<file path="config.mk">
export PLATFORM = sky130hd
export DESIGN_NAME = cbd_decode
export DESIGN_NICKNAME = d
export VERILOG_FILES = /design/src/sv/cbd_pkg.sv /design/src/sv/cbd_decode.sv
export SDC_FILE = /design/constraint.sdc
export NUM_CORES = 1
export LEC_CHECK = 0
export BUFFER_PORTS_ARGS = -buffer_cell sky130_fd_sc_hd__buf_2
export CAP_MARGIN = 40
export CELL_PAD_IN_SITES_DETAIL_PLACEMENT = 1
export CELL_PAD_IN_SITES_GLOBAL_PLACEMENT = 1
export CORE_UTILIZATION = 40
export DETAILED_ROUTE_END_ITERATION = 8
export GPL_TIMING_DRIVEN = 1
export PLACE_DENSITY_LB_ADDON = 0.08
export RECOVER_POWER = 25
export SLEW_MARGIN = 20
export SYNTH_ARGS = -nofsm -noshare
export SYNTH_HDL_FRONTEND = slang
export SYNTH_SLANG_ARGS = --single-unit
</file>
<file path="constraint.sdc">
create_clock -name vclk -period 9.8
set_input_delay 1.96 -clock vclk [all_inputs]
set_output_delay 1.96 -clock vclk [all_outputs]
set_load 0.05 [all_outputs]
</file>
<file path="src/sv/cbd_pkg.sv">
`timescale 1ns / 1ps
// ----------------------------------------------------------------------------
// cbd_pkg: shared types and constants of the console bus decoder
// Operation, status and device codes, peripheral window bounds and the
// decode result that travels from the decoder to the top level.
// ----------------------------------------------------------------------------
package cbd_pkg;

    typedef logic [1:0] t_op;
    typedef logic [2:0] t_status;
    typedef logic [2:0] t_device;
    typedef logic [1:0] t_cfg_index;

    localparam t_op OP_READ  = 2'd0;
    localparam t_op OP_WRITE = 2'd1;
    localparam t_op OP_FILL  = 2'd2;

    localparam t_status ST_RAM         = 3'd0;
    localparam t_status ST_ROM_READ    = 3'd1;
    localparam t_status ST_ROM_IGNORED = 3'd2;
    localparam t_status ST_FORWARD     = 3'd3;
    localparam t_status ST_UNMAPPED    = 3'd4;
    localparam t_status ST_BAD         = 3'd5;

    localparam t_device DEV_NONE  = 3'd0;
    localparam t_device DEV_PI    = 3'd1;
    localparam t_device DEV_MI    = 3'd2;
    localparam t_device DEV_DSP   = 3'd3;
    localparam t_device DEV_DI    = 3'd4;
    localparam t_device DEV_SI    = 3'd5;
    localparam t_device DEV_EXI   = 3'd6;
    localparam t_device DEV_AUDIO = 3'd7;

    localparam t_cfg_index CFG_ROM_BASE   = 2'd0;
    localparam t_cfg_index CFG_ROM_LENGTH = 2'd1;

    localparam logic [31:0] ROM_BASE_RESET = 32'hFFF0_0000;

    // Peripheral window boundaries on the bus.
    localparam logic [31:0] PI_BASE    = 32'hCC00_3000;
    localparam logic [31:0] MI_BASE    = 32'hCC00_4000;
    localparam logic [31:0] DSP_BASE   = 32'hCC00_5000;
    localparam logic [31:0] DI_BASE    = 32'hCC00_6000;
    localparam logic [31:0] SI_BASE    = 32'hCC00_6400;
    localparam logic [31:0] EXI_BASE   = 32'hCC00_6800;
    localparam logic [31:0] AUDIO_ADDR = 32'hCC00_6C00;
    localparam logic [31:0] PERIPH_END = 32'hCC00_8000;

    // RAM segments: top nibble 0x0, 0x8 or 0xC, low 28 bits are the offset.
    localparam logic [3:0]  SEG_PHYS   = 4'h0;
    localparam logic [3:0]  SEG_CACHED = 4'h8;
    localparam logic [3:0]  SEG_UNCACH = 4'hC;
    localparam logic [27:0] OFF_MASK   = 28'hFFF_FFFF;

    // Eight byte lanes cover the widest access.
    localparam int LANES  = 8;
    localparam int LANE_W = 3;

    typedef struct packed {
        logic    ram_rd;
        logic    ram_wr;
        logic    rom_rd;
        logic    rom_fill;
        t_status status;
        t_device device;
    } t_dec;

endpackage

</file>
<file path="src/sv/cbd_decode.sv">
`timescale 1ns / 1ps
// ----------------------------------------------------------------------------
// cbd_decode: address and size decode of one bus beat
// Classifies the access as RAM, boot ROM, fill, peripheral or unmapped,
// checks size and overrun, and gives the byte offsets into both memories.
// ----------------------------------------------------------------------------
module cbd_decode
    import cbd_pkg::*;
#(
    parameter int RAM_BYTES = 65536,
    parameter int ROM_BYTES = 65536
) (
    input  t_op                                             i_op,
    input  logic [31:0]                                     i_adr,
    input  logic [3:0]                                      i_size,
    input  logic [31:0]                                     i_rom_base,
    input  logic [16:0]                                     i_rom_length,
    output t_dec                                            o_dec,
    output logic [$clog2((RAM_BYTES+LANES-1)/LANES)+LANE_W-1:0] o_ram_off,
    output logic [$clog2((ROM_BYTES+LANES-1)/LANES)+LANE_W-1:0] o_rom_off
);

    localparam int RAM_OFF_W = $clog2((RAM_BYTES + LANES - 1) / LANES) + LANE_W;
    localparam int ROM_OFF_W = $clog2((ROM_BYTES + LANES - 1) / LANES) + LANE_W;
    localparam logic [28:0] RAM_LIM      = 29'(RAM_BYTES);
    localparam logic [21:0] ROM_LIM      = 22'(ROM_BYTES);
    localparam logic [32:0] ROM_FILL_LIM = 33'(ROM_BYTES);

    logic        w_size_ok;
    logic [3:0]  w_seg;
    logic [27:0] w_off;
    logic        w_in_ram;
    logic        w_ram_over;
    logic [21:0] w_win;
    logic [31:0] w_roff;
    logic        w_in_rom;
    logic        w_rom_over;
    logic        w_fill_over;
    t_device     w_dev;

    assign w_size_ok = (i_size == 4'd1) || (i_size == 4'd2) ||
                       (i_size == 4'd4) || (i_size == 4'd8);

    assign w_seg      = i_adr[31:28];
    assign w_off      = i_adr[27:0] & OFF_MASK;
    assign w_in_ram   = ((w_seg == SEG_PHYS) || (w_seg == SEG_CACHED) ||
                         (w_seg == SEG_UNCACH)) && ({1'b0, w_off} < RAM_LIM);
    assign w_ram_over = ({1'b0, w_off} + 29'(i_size)) > RAM_LIM;

    assign w_win      = ({5'd0, i_rom_length} < ROM_LIM) ? {5'd0, i_rom_length} : ROM_LIM;
    assign w_roff     = i_adr - i_rom_base;
    assign w_in_rom   = (i_adr >= i_rom_base) && (w_roff < {10'd0, w_win});
    assign w_rom_over = ({1'b0, w_roff[21:0]} + 23'(i_size)) > {1'b0, w_win};

    assign w_fill_over = ({1'b0, i_adr} + 33'(i_size)) > ROM_FILL_LIM;

    always_comb begin
        w_dev = DEV_NONE;
        if (i_adr >= PI_BASE && i_adr < MI_BASE) begin
            w_dev = DEV_PI;
        end else if (i_adr >= MI_BASE && i_adr < DSP_BASE) begin
            w_dev = DEV_MI;
        end else if (i_adr >= DSP_BASE && i_adr < DI_BASE) begin
            w_dev = DEV_DSP;
        end else if (i_adr >= DI_BASE && i_adr < SI_BASE) begin
            w_dev = DEV_DI;
        end else if (i_adr >= SI_BASE && i_adr < EXI_BASE) begin
            w_dev = DEV_SI;
        end else if (i_adr >= EXI_BASE && i_adr < AUDIO_ADDR) begin
            w_dev = DEV_EXI;
        end else if (i_adr == AUDIO_ADDR) begin
            w_dev = DEV_AUDIO;
        end
    end

    // Decode priority: size, then fill, then RAM, then the ROM window, then peripherals.
    always_comb begin
        o_dec = '{ram_rd: 1'b0, ram_wr: 1'b0, rom_rd: 1'b0, rom_fill: 1'b0,
                  status: ST_UNMAPPED, device: DEV_NONE};
        if (!w_size_ok) begin
            o_dec.status = ST_BAD;
        end else if (i_op == OP_FILL) begin
            if (w_fill_over) begin
                o_dec.status = ST_BAD;
            end else begin
                o_dec.rom_fill = 1'b1;
                o_dec.status   = ST_RAM;
            end
        end else if (i_op == OP_READ || i_op == OP_WRITE) begin
            if (w_in_ram) begin
                if (w_ram_over) begin
                    o_dec.status = ST_BAD;
                end else begin
                    o_dec.ram_rd = (i_op == OP_READ);
                    o_dec.ram_wr = (i_op == OP_WRITE);
                    o_dec.status = ST_RAM;
                end
            end else if (w_in_rom) begin
                if (w_rom_over) begin
                    o_dec.status = ST_BAD;
                end else if (i_op == OP_READ) begin
                    o_dec.rom_rd = 1'b1;
                    o_dec.status = ST_ROM_READ;
                end else begin
                    o_dec.status = ST_ROM_IGNORED;
                end
            end else begin
                o_dec.device = w_dev;
                o_dec.status = (w_dev != DEV_NONE) ? ST_FORWARD : ST_UNMAPPED;
            end
        end
    end

    assign o_ram_off = w_off[RAM_OFF_W-1:0];
    assign o_rom_off = (i_op == OP_FILL) ? i_adr[ROM_OFF_W-1:0] : w_roff[ROM_OFF_W-1:0];

endmodule

</file>
==> results.sh, run 1 <==
export IMPL_crit_path_start_kind="input pin"
export IMPL_hold_viol_final=0
export IMPL_min_to="o_dec[7]"
export IMPL_layout_common_cells="buf_2 (119), nand2_1 (114), ha_1 (73)"
export IMPL_fin_nets=1055
export IMPL_syn_nets=968
export IMPL_dieWidth_um=117
export IMPL_die_y_um=117
export IMPL_synth_area_um2=5280
export IMPL_portBuffers=129
export IMPL_drc=0
export IMPL_synthDistinctLibCells=86
export IMPL_core_area_um2=12700
export IMPL_outcome="finished clean"
export IMPL_wire_per_inst_um=19.1
export IMPL_tightest_slew_ns=0.797
export IMPL_antenna_diode_count=0
export IMPL_finalCriticalPeriod_ns=9.30
export IMPL_worstSetupPathType="in -> out"
export IMPL_grt_pass1_wl_mm=32.3
export IMPL_setup_slack_ns=0.500
export IMPL_worst_endpoint_arrival_ns=7.34
export IMPL_holdWs_ns=4.32
export IMPL_first_pass_iters=5
export IMPL_relSlewSlack_pct=46.7
export IMPL_drive_gt1_share_pct=17.9
export IMPL_initial_utilization_pct=41.5
export IMPL_critical_path_max_stage_delay_ns=0.43
export IMPL_min_from="i_op[0]"
export IMPL_finalSetupTns_ns=0
export IMPL_num_io_pins=129
export IMPL_dpl_worst_slack_ns=0.469
export IMPL_cpLargestDelayFamily="simple AND/OR/NAND/NOR gates"
export IMPL_wirelength_mm=20.3
export IMPL_hold_depth=3
export IMPL_drv_slew=0
export IMPL_syn_area_per_cell_um2=6.56
export IMPL_fp_row_count=41
export IMPL_worst_ir_drop_vdd_mv=0.0361
export IMPL_via_per_inst=6.02
export IMPL_grt_max_degree=24
export IMPL_netlist_instances=805
export IMPL_seq_area_um2=0
export IMPL_num_vias=6398
export IMPL_rsz0062_at_grt="false"
export IMPL_clock_buffers=0
export IMPL_mostFrequentLayoutCell="buf_2"
export IMPL_p_total_uw=502
export IMPL_seq_area_frac_synth_pct=0
export IMPL_synthToLayoutAreaGrowth_pct=11.5
export IMPL_die_area_um2=13700
export IMPL_hpwlAfterDp_mm=17.5
export IMPL_hp_class="in -> out"
export IMPL_grt_pass1_vias=6230
export IMPL_max_clock_freq_mhz=108
export IMPL_slowest_stage="fa_1"
export IMPL_maxCapViolCount=0
export IMPL_worst_setup_path_end_kind="output pin"
export IMPL_place_congestion=0.913
export IMPL_finalSetupViolCount=0
export IMPL_timing_final_crit_share_pct=94.9
export IMPL_grt_overflow=0
export IMPL_leakagePower_uw=0.00269
export IMPL_grt_usage_pct=29.7
export IMPL_required_ns=7.84
export IMPL_cts_hold_buf=0
export IMPL_cp_max_fo=5
export IMPL_p_per_area_nw_per_um2=85.2
export IMPL_drt_iter0_markers=275
export IMPL_ys_warn_count=0
export IMPL_seq_cells=0
export IMPL_antenna_found_initial=0
export IMPL_drtAntennaViolNets=0
export IMPL_crit_path_frequent_cell="ha_1"
export IMPL_critPathBufInv=3
[cells in the mapped netlist, types with 4 or more instances]
master | n | share of area [%]
or3_1 | 14 | 1.7
o21bai_1 | 4 | 0.57
o211ai_1 | 9 | 1.3
o21ai_0 | 45 | 4.3
nand2b_1 | 7 | 0.83
a21o_1 | 14 | 2.0
nor4_1 | 12 | 1.4
nand2_1 | 114 | 8.1
nand3_1 | 33 | 3.1
buf_4 | 22 | 3.1
xnor2_1 | 23 | 3.8
o21a_1 | 9 | 1.3
and4_1 | 4 | 0.66
o2111ai_1 | 4 | 0.66
nor2_1 | 58 | 4.1
a21oi_1 | 52 | 4.9
o31ai_1 | 6 | 0.85
a211oi_1 | 6 | 0.85
a311oi_1 | 7 | 1.2
and3_1 | 10 | 1.2
nor2b_1 | 11 | 1.3
o21ai_2 | 4 | 0.66
o211a_1 | 6 | 1.1
nand4_1 | 26 | 3.1
nand4b_1 | 4 | 0.66
a211o_1 | 5 | 0.83
mux2i_1 | 5 | 0.95
and2_1 | 11 | 1.3
ha_1 | 73 | 17
clkbuf_1 | 19 | 1.4
nor3_1 | 25 | 2.4
xor2_1 | 12 | 2.0
or4_1 | 6 | 0.85
inv_1 | 53 | 3.8
a31oi_1 | 4 | 0.47
buf_2 | 4 | 0.38
[cells by family after synthesis]
kind of cell    Yosys count  share of synthesized area (%)
compound gates          212                           27.7
fa+ha+maj                76                           18.4
xor+xnor                 35                           5.80
mux                       8                           1.59
buf+inv                 104                           9.48
simple gates            370                           37.0
[timing repair]
action                                  CTS  global route
hold endpoints to repair                  0             0
endpoints found under the setup margin    0             1
gates resized for setup                   0             1
buffers inserted                          0             0
[power breakdown]
| part | internal, uW | switching [uW] | leakage [uW] |
|---|---|---|---|
| clock | 0 | 0 | 0 |
| sequential | 0 | 0 | 0 |
| combinational | 181 | 321 | 0.00269 |
[metal layers]
layer	wire length [um]	vias to the layer above	share of wire [%]	GRT usage (%)
li1	-	3124	-	-
met1	10100	3091	50	43.7
met2	8690	169	43	47.4
met3	1140	14	5.6	2.99
met4	292	0	1.4	4.05
met5	0	-	0	0
[how the worst max path moves through the flow]
stage,start,endpoint,depth (start not counted)
CTS,i_adr[0],o_dec[4],25
finish,i_adr[0],o_dec[4],25
detailed placement,i_adr[0],o_dec[4],25
floorplan,i_adr[0],o_dec[4],22
global route,i_adr[0],o_dec[4],25
global placement,i_adr[0],o_dec[4],24
[stage by stage]
step           utilization (%)  std cells  cell area, um^2
2_1_floorplan                -        805             5280
3_3_place_gp              46.2       1060             5880
3_5_place_dp              46.3       1062             5890
4_1_cts                   46.3       1062             5890
5_1_grt                   46.3       1062             5890
6_report                  46.3       1062             5890
[area by class of cell]
cell class | count | area, um^2
fill | 1812 | 6830
timing repair buffer | 136 | 686
multi-input combinational | 701 | 4790
tap | 172 | 215
inverter | 53 | 199
(Power assumes the default switching activity.)
==> run 2: changes to the inputs <==
--- a/config.mk
+++ b/config.mk
@@ -9,7 +9,7 @@
 export CAP_MARGIN = 40
 export CELL_PAD_IN_SITES_DETAIL_PLACEMENT = 1
 export CELL_PAD_IN_SITES_GLOBAL_PLACEMENT = 1
-export CORE_UTILIZATION = 40
+export CORE_UTILIZATION = 36
 export DETAILED_ROUTE_END_ITERATION = 8
 export GPL_TIMING_DRIVEN = 1
 export PLACE_DENSITY_LB_ADDON = 0.08
==> constraint.sdc (replaced) <==
create_clock -name vclk -period 7.6
set_input_delay 1.52 -clock vclk [all_inputs]
set_output_delay 1.52 -clock vclk [all_outputs]
set_load 0.05 [all_outputs]
==> run 2 against run 1 <==
Against the previous run: the flow now finishes with violations (negative setup slack); first-iteration DRC count grew 4.4%; design area grew 17%; worst hold slack got worse by 0.86 ns; utilization increased by 2.4 points; global-route usage grew 0.73 points; largest power group unchanged; critical path depth did not move.
==> results.sh, run 2 (synthesis gave the netlist of run 1 again) <==
export IMPL_outcome="complete, but fails checks"
export IMPL_violations="negative setup slack"
export IMPL_post_dp_cell_area_um2=6620
export IMPL_clock_buffers=0
export IMPL_num_io_pins=129
export IMPL_multiInputGateArea_um2=4940
export IMPL_min_from="i_op[0]"
export IMPL_grt_overflow=0
export IMPL_die_y_um=123
export IMPL_drt_iter0_markers=287
export IMPL_via_per_inst=5.92
export IMPL_hold_depth=3
export IMPL_place_congestion=0.920
export IMPL_drv_slew=0
export IMPL_hp_class="in -> out"
export IMPL_finalSetupViolCount=4
export IMPL_worst_ir_drop_vdd_mv=0.0506
export IMPL_required_ns=6.08
export IMPL_tightest_slew_ns=0.828
export IMPL_grt_usage_pct=30.4
export IMPL_first_pass_iters=5
export IMPL_slowest_stage="fa_2"
export IMPL_die_area_um2=15200
export IMPL_drtAntennaViolNets=0
export IMPL_layout_common_cells="nand2_1 (113), buf_2 (113), buf_4 (110)"
export IMPL_cp_max_fo=3
export IMPL_grt_pass1_vias=7214
export IMPL_wire_per_inst_um=19.7
export IMPL_p_per_area_nw_per_um2=113
export IMPL_initial_utilization_pct=37.5
export IMPL_worst_setup_path_end_kind="output pin"
export IMPL_fillers=1921
export IMPL_maxCapViolCount=0
export IMPL_num_vias=6949
export IMPL_seq_area_um2=0
export IMPL_finalCriticalPeriod_ns=7.83
export IMPL_core_area_um2=14100
export IMPL_grt_busiest_layer="met2"
export IMPL_setup_slack_ns=-0.229
export IMPL_use_met3_pct=2.77
export IMPL_worstSetupPathType="in -> out"
export IMPL_worst_endpoint_arrival_ns=6.31
export IMPL_rsz0062_at_grt="true"
export IMPL_relSlewSlack_pct=44.4
export IMPL_fin_area_um2=6870
export IMPL_drc=0
export IMPL_synthToLayoutAreaGrowth_pct=30.1
export IMPL_wirelength_mm=23.1
export IMPL_seq_cells=0
export IMPL_drive_gt1_share_pct=28.7
export IMPL_max_clock_freq_mhz=128
export IMPL_hpwlAfterDp_mm=19.6
export IMPL_portBuffers=129
export IMPL_grt_pass1_wl_mm=36.4
export IMPL_min_to="o_dec[7]"
export IMPL_finalSetupTns_ns=-0.605
export IMPL_antenna_found_initial=1
export IMPL_hold_viol_final=0
export IMPL_timing_final_crit_share_pct=103
export IMPL_fp_row_count=43
export IMPL_met2_usage_pct=57.2
export IMPL_use_met1_pct=34.2
export IMPL_leakagePower_uw=0.00324
export IMPL_postLayoutCoreUtil_pct=48.7
export IMPL_grt_max_degree=24
export IMPL_critical_path_max_stage_delay_ns=0.59
export IMPL_crit_path_start_kind="input pin"
export IMPL_fin_nets=1158
export IMPL_dieWidth_um=123
-- run 2: cell types whose count changed in the layout (fill, tap and decap cells not counted), moves of 3 or more --
cell     change
buf_4      +103
inv_1        -3
buf_2        -6
buf_6        +5
o21ai_1      +3
ha_1         -3
ha_4         +3
o21ai_0      -4
-- run 2: critical path, delay by kind of cell --
family / cells / cell delay (ns)
adder cells (fa/ha/maj): 4 / 1.31
buffers and inverters: 4 / 0.37
AND/OR/NAND/NOR: 6 / 1.35
AO/OA/AOI/OAI: 10 / 1.60
XOR/XNOR: 1 / 0.16
-- run 2: worst max-delay path by stage --
stage               startpoint  endpoint  slack, ns  cells past startpoint
floorplan             i_adr[0]  o_dec[4]      -0.02                     23
CTS                   i_adr[0]  o_dec[4]      -0.17                     25
global placement      i_adr[0]  o_dec[4]      -0.19                     25
global route          i_adr[0]  o_dec[4]      -0.47                     28
finish                i_adr[0]  o_dec[4]      -0.23                     25
detailed placement    i_adr[0]  o_dec[4]      -0.48                     25
-- run 2: power by group --
| group | switching [uW] | leakage (uW) | total [uW] | internal (uW) |
|---|---|---|---|---|
| Combinational | 459 | 0.00324 | 779 | 321 |
| Clock | 0 | 0.00000000902 | 0.0000242 | 0.0000242 |
| Sequential | 0 | 0 | 0 | 0 |
-- run 2: what timing repair did --
item	4_1_cts	5_1_grt
gates resized for setup	27	7
setup endpoints to repair	4	4
cloned	0	0
hold buffers	0	0
pin swaps	16	12
buffers inserted	6	8
-- run 2: per-stage QoR --
| stage | std cells | total power [uW] | setup slack, ns | hold WS, ns |
|---|---|---|---|---|
| 5_1_grt | 1173 | 850 | -0.472 | 3.47 |
| 3_3_place_gp | 1158 | 707 | -0.195 | 3.48 |
| 2_1_floorplan | 805 | 474 | -0.0232 | 3.10 |
| 4_1_cts | 1164 | 760 | -0.166 | 3.44 |
| 3_5_place_dp | 1158 | 737 | -0.482 | 3.49 |
| 6_report | 1174 | 779 | -0.229 | 3.46 |
-- run 2: layout make-up --
class / count / area share (%)
diodes: 1 / 0.0364
multi-input cells: 701 / 71.9
well taps: 180 / 3.28
repair buffers: 239 / 21.9
inverters: 53 / 2.93
-- run 2: metal layers --
metal / routed length [um] / vias up
met5: 0 / -
met4: 1210 / 0
met3: 1120 / 73
met2: 11600 / 217
met1: 9230 / 3322
li1: - / 3337
==> run 3: changes to the inputs <==
--- a/config.mk
+++ b/config.mk
@@ -9,12 +9,13 @@
 export CAP_MARGIN = 40
 export CELL_PAD_IN_SITES_DETAIL_PLACEMENT = 1
 export CELL_PAD_IN_SITES_GLOBAL_PLACEMENT = 1
+export CORE_ASPECT_RATIO = 0.5
 export CORE_UTILIZATION = 36
 export DETAILED_ROUTE_END_ITERATION = 8
 export GPL_TIMING_DRIVEN = 1
 export PLACE_DENSITY_LB_ADDON = 0.08
 export RECOVER_POWER = 25
-export SLEW_MARGIN = 20
+export SLEW_MARGIN = 25
 export SYNTH_ARGS = -nofsm -noshare
 export SYNTH_HDL_FRONTEND = slang
 export SYNTH_SLANG_ARGS = --single-unit
==> run 3 against run 2 <==
Against the previous run: the run still ends with negative setup slack left; global-route usage shrank 2.4 points; worst setup slack improved by 0.029 ns; via count decreased by 2.5%; count of clock-buffer cells in the layout unchanged; sequential share of layout area did not move; non-clock buffer count fell by 15; power fell by 2.8%; critical path depth rose by 1; worst hold slack got worse by 0.060 ns; critical endpoint is now o_dec[5]; largest cell class unchanged; largest power group unchanged.
==> results.sh, run 3 (synthesis gave the netlist of run 1 again) <==
export IMPL_outcome="complete, but fails checks"
export IMPL_violations="negative setup slack"
export IMPL_pwr_share_seq_pct=0
export IMPL_cts_hold_buf=0
export IMPL_maxCapViolCount=0
export IMPL_antenna_found_initial=0
export IMPL_seq_cells=0
export IMPL_drtAntennaViolNets=0
export IMPL_via_per_inst=5.79
export IMPL_p_total_uw=758
export IMPL_swShare_pct=59.0
export IMPL_grt_pass1_wl_mm=34.6
export IMPL_min_from="i_op[0]"
export IMPL_dieWidth_um=173
export IMPL_p_int_uw=311
export IMPL_hold_viol_final=0
export IMPL_drt_iter0_markers=431
export IMPL_initial_utilization_pct=37.9
export IMPL_layout_common_cells="buf_2 (115), nand2_1 (113), buf_4 (93)"
export IMPL_cpLargestDelayFamily="compound AO/OA/AOI/OAI gates"
export IMPL_rsz0062_at_grt="true"
export IMPL_combPwrFrac_pct=100.0
export IMPL_wire_per_inst_um=18.6
export IMPL_slowest_stage="or3b_4"
export IMPL_dpl_worst_slack_ns=-0.448
export IMPL_hpwlAfterDp_mm=18.6
export IMPL_critPathBufInv=4
export IMPL_finalSetupViolCount=4
export IMPL_num_vias=6778
export IMPL_grt_max_degree=24
export IMPL_place_congestion=0.935
export IMPL_critical_path_max_stage_delay_ns=0.46
export IMPL_postLayoutCoreUtil_pct=48.7
export IMPL_synthToLayoutAreaGrowth_pct=28.5
export IMPL_cp_max_fo=3
export IMPL_grt_usage_pct=28.0
export IMPL_timing_final_crit_share_pct=103
export IMPL_core_area_um2=13900
export IMPL_first_pass_iters=5
export IMPL_required_ns=6.08
export IMPL_grt_pass1_vias=6645
export IMPL_max_clock_freq_mhz=128
export IMPL_drv_slew=0
export IMPL_die_area_um2=15200
export IMPL_wirelength_mm=21.8
export IMPL_fin_nets=1143
export IMPL_wl_met1_mm=10.8
export IMPL_antenna_diode_count=0
export IMPL_min_to="o_dec[7]"
export IMPL_drive_gt1_share_pct=28.0
export IMPL_num_io_pins=129
export IMPL_hold_depth=3
export IMPL_worst_endpoint_arrival_ns=6.28
export IMPL_p_per_area_nw_per_um2=112
export IMPL_clkPwrFrac_pct=0
export IMPL_route_met2_wl_mm=9.79
export IMPL_worstSetupPathType="in -> out"
export IMPL_drc=0
export IMPL_finalSetupTns_ns=-0.578
export IMPL_finalCriticalPeriod_ns=7.80
export IMPL_portBuffers=129
export IMPL_die_y_um=87.6
export IMPL_top_layer="met4"
export IMPL_fp_row_count=30
export IMPL_relSlewSlack_pct=43.3
export IMPL_worst_setup_path_end_kind="output pin"
export IMPL_leakagePower_uw=0.00318
export IMPL_seq_area_um2=0
export IMPL_worst_ir_drop_vdd_mv=0.0363
export IMPL_crit_path_start_kind="input pin"
export IMPL_tightest_slew_ns=0.841
export IMPL_wl_met3_mm=1.12
export IMPL_power_switching_uw=447
export IMPL_grt_overflow=0
export IMPL_hp_class="in -> out"
export IMPL_clock_buffers=0
export IMPL_mostFrequentLayoutCell="buf_2"
export IMPL_setup_slack_ns=-0.200
[run 3: repair_timing]
action                     4_1_cts  5_1_grt
setup buffers                    4        4
gates resized for setup         20       17
gates cloned                     0        0
pin swaps                       19       17
setup endpoints to repair        4        7
[run 3: stage by stage]
| step | hold WS, ns | cell area, um^2 | std cells |
|---|---|---|---|
| 6_report | 3.40 | 6780 | 1170 |
| 5_1_grt | 3.42 | 6780 | 1170 |
| 4_1_cts | 3.37 | 6690 | 1166 |
| 3_5_place_dp | 3.37 | 6590 | 1163 |
| 3_3_place_gp | 3.37 | 6590 | 1162 |
| 2_1_floorplan | 3.10 | 5340 | 805 |
[run 3: worst min-delay path: cells and delay by family]
family	cells	cell delay (ns)
buf+inv	2	0.30
simple gates	1	0.06
[run 3: per-layer routing]
layer,up-vias,global-route usage (%)
met3,6,1.17
li1,3300,-
met1,3264,39.8
met4,0,0.965
met2,208,49.3
met5,-,0
[run 3: how the worst max path moves through the flow]
stage | start | slack, ns | cells past startpoint | to
global placement | i_adr[0] | -0.20 | 25 | o_dec[4]
global route | i_rom_base[0] | -0.41 | 26 | o_dec[5]
detailed placement | i_adr[0] | -0.45 | 25 | o_dec[4]
finish | i_rom_base[0] | -0.20 | 26 | o_dec[5]
CTS | i_adr[0] | -0.15 | 25 | o_dec[4]
floorplan | i_adr[0] | -0.02 | 23 | o_dec[4]
[run 3: power groups by stage]
stage	registers, uW	clock network (uW)	logic (uW)
3_3_place_gp	0	0	698
3_5_place_dp	0	0	717
2_1_floorplan	0	0	474
6_report	0	0	758
4_1_cts	0	0	731
5_1_grt	0	0	823
[run 3: area by class of cell]
cell class | instances | area [um^2]
Fill cell | 1918 | 7140
Multi-Input combinational cell | 701 | 4940
Timing Repair Buffer | 224 | 1400
Tap cell | 192 | 240
Inverter | 53 | 201
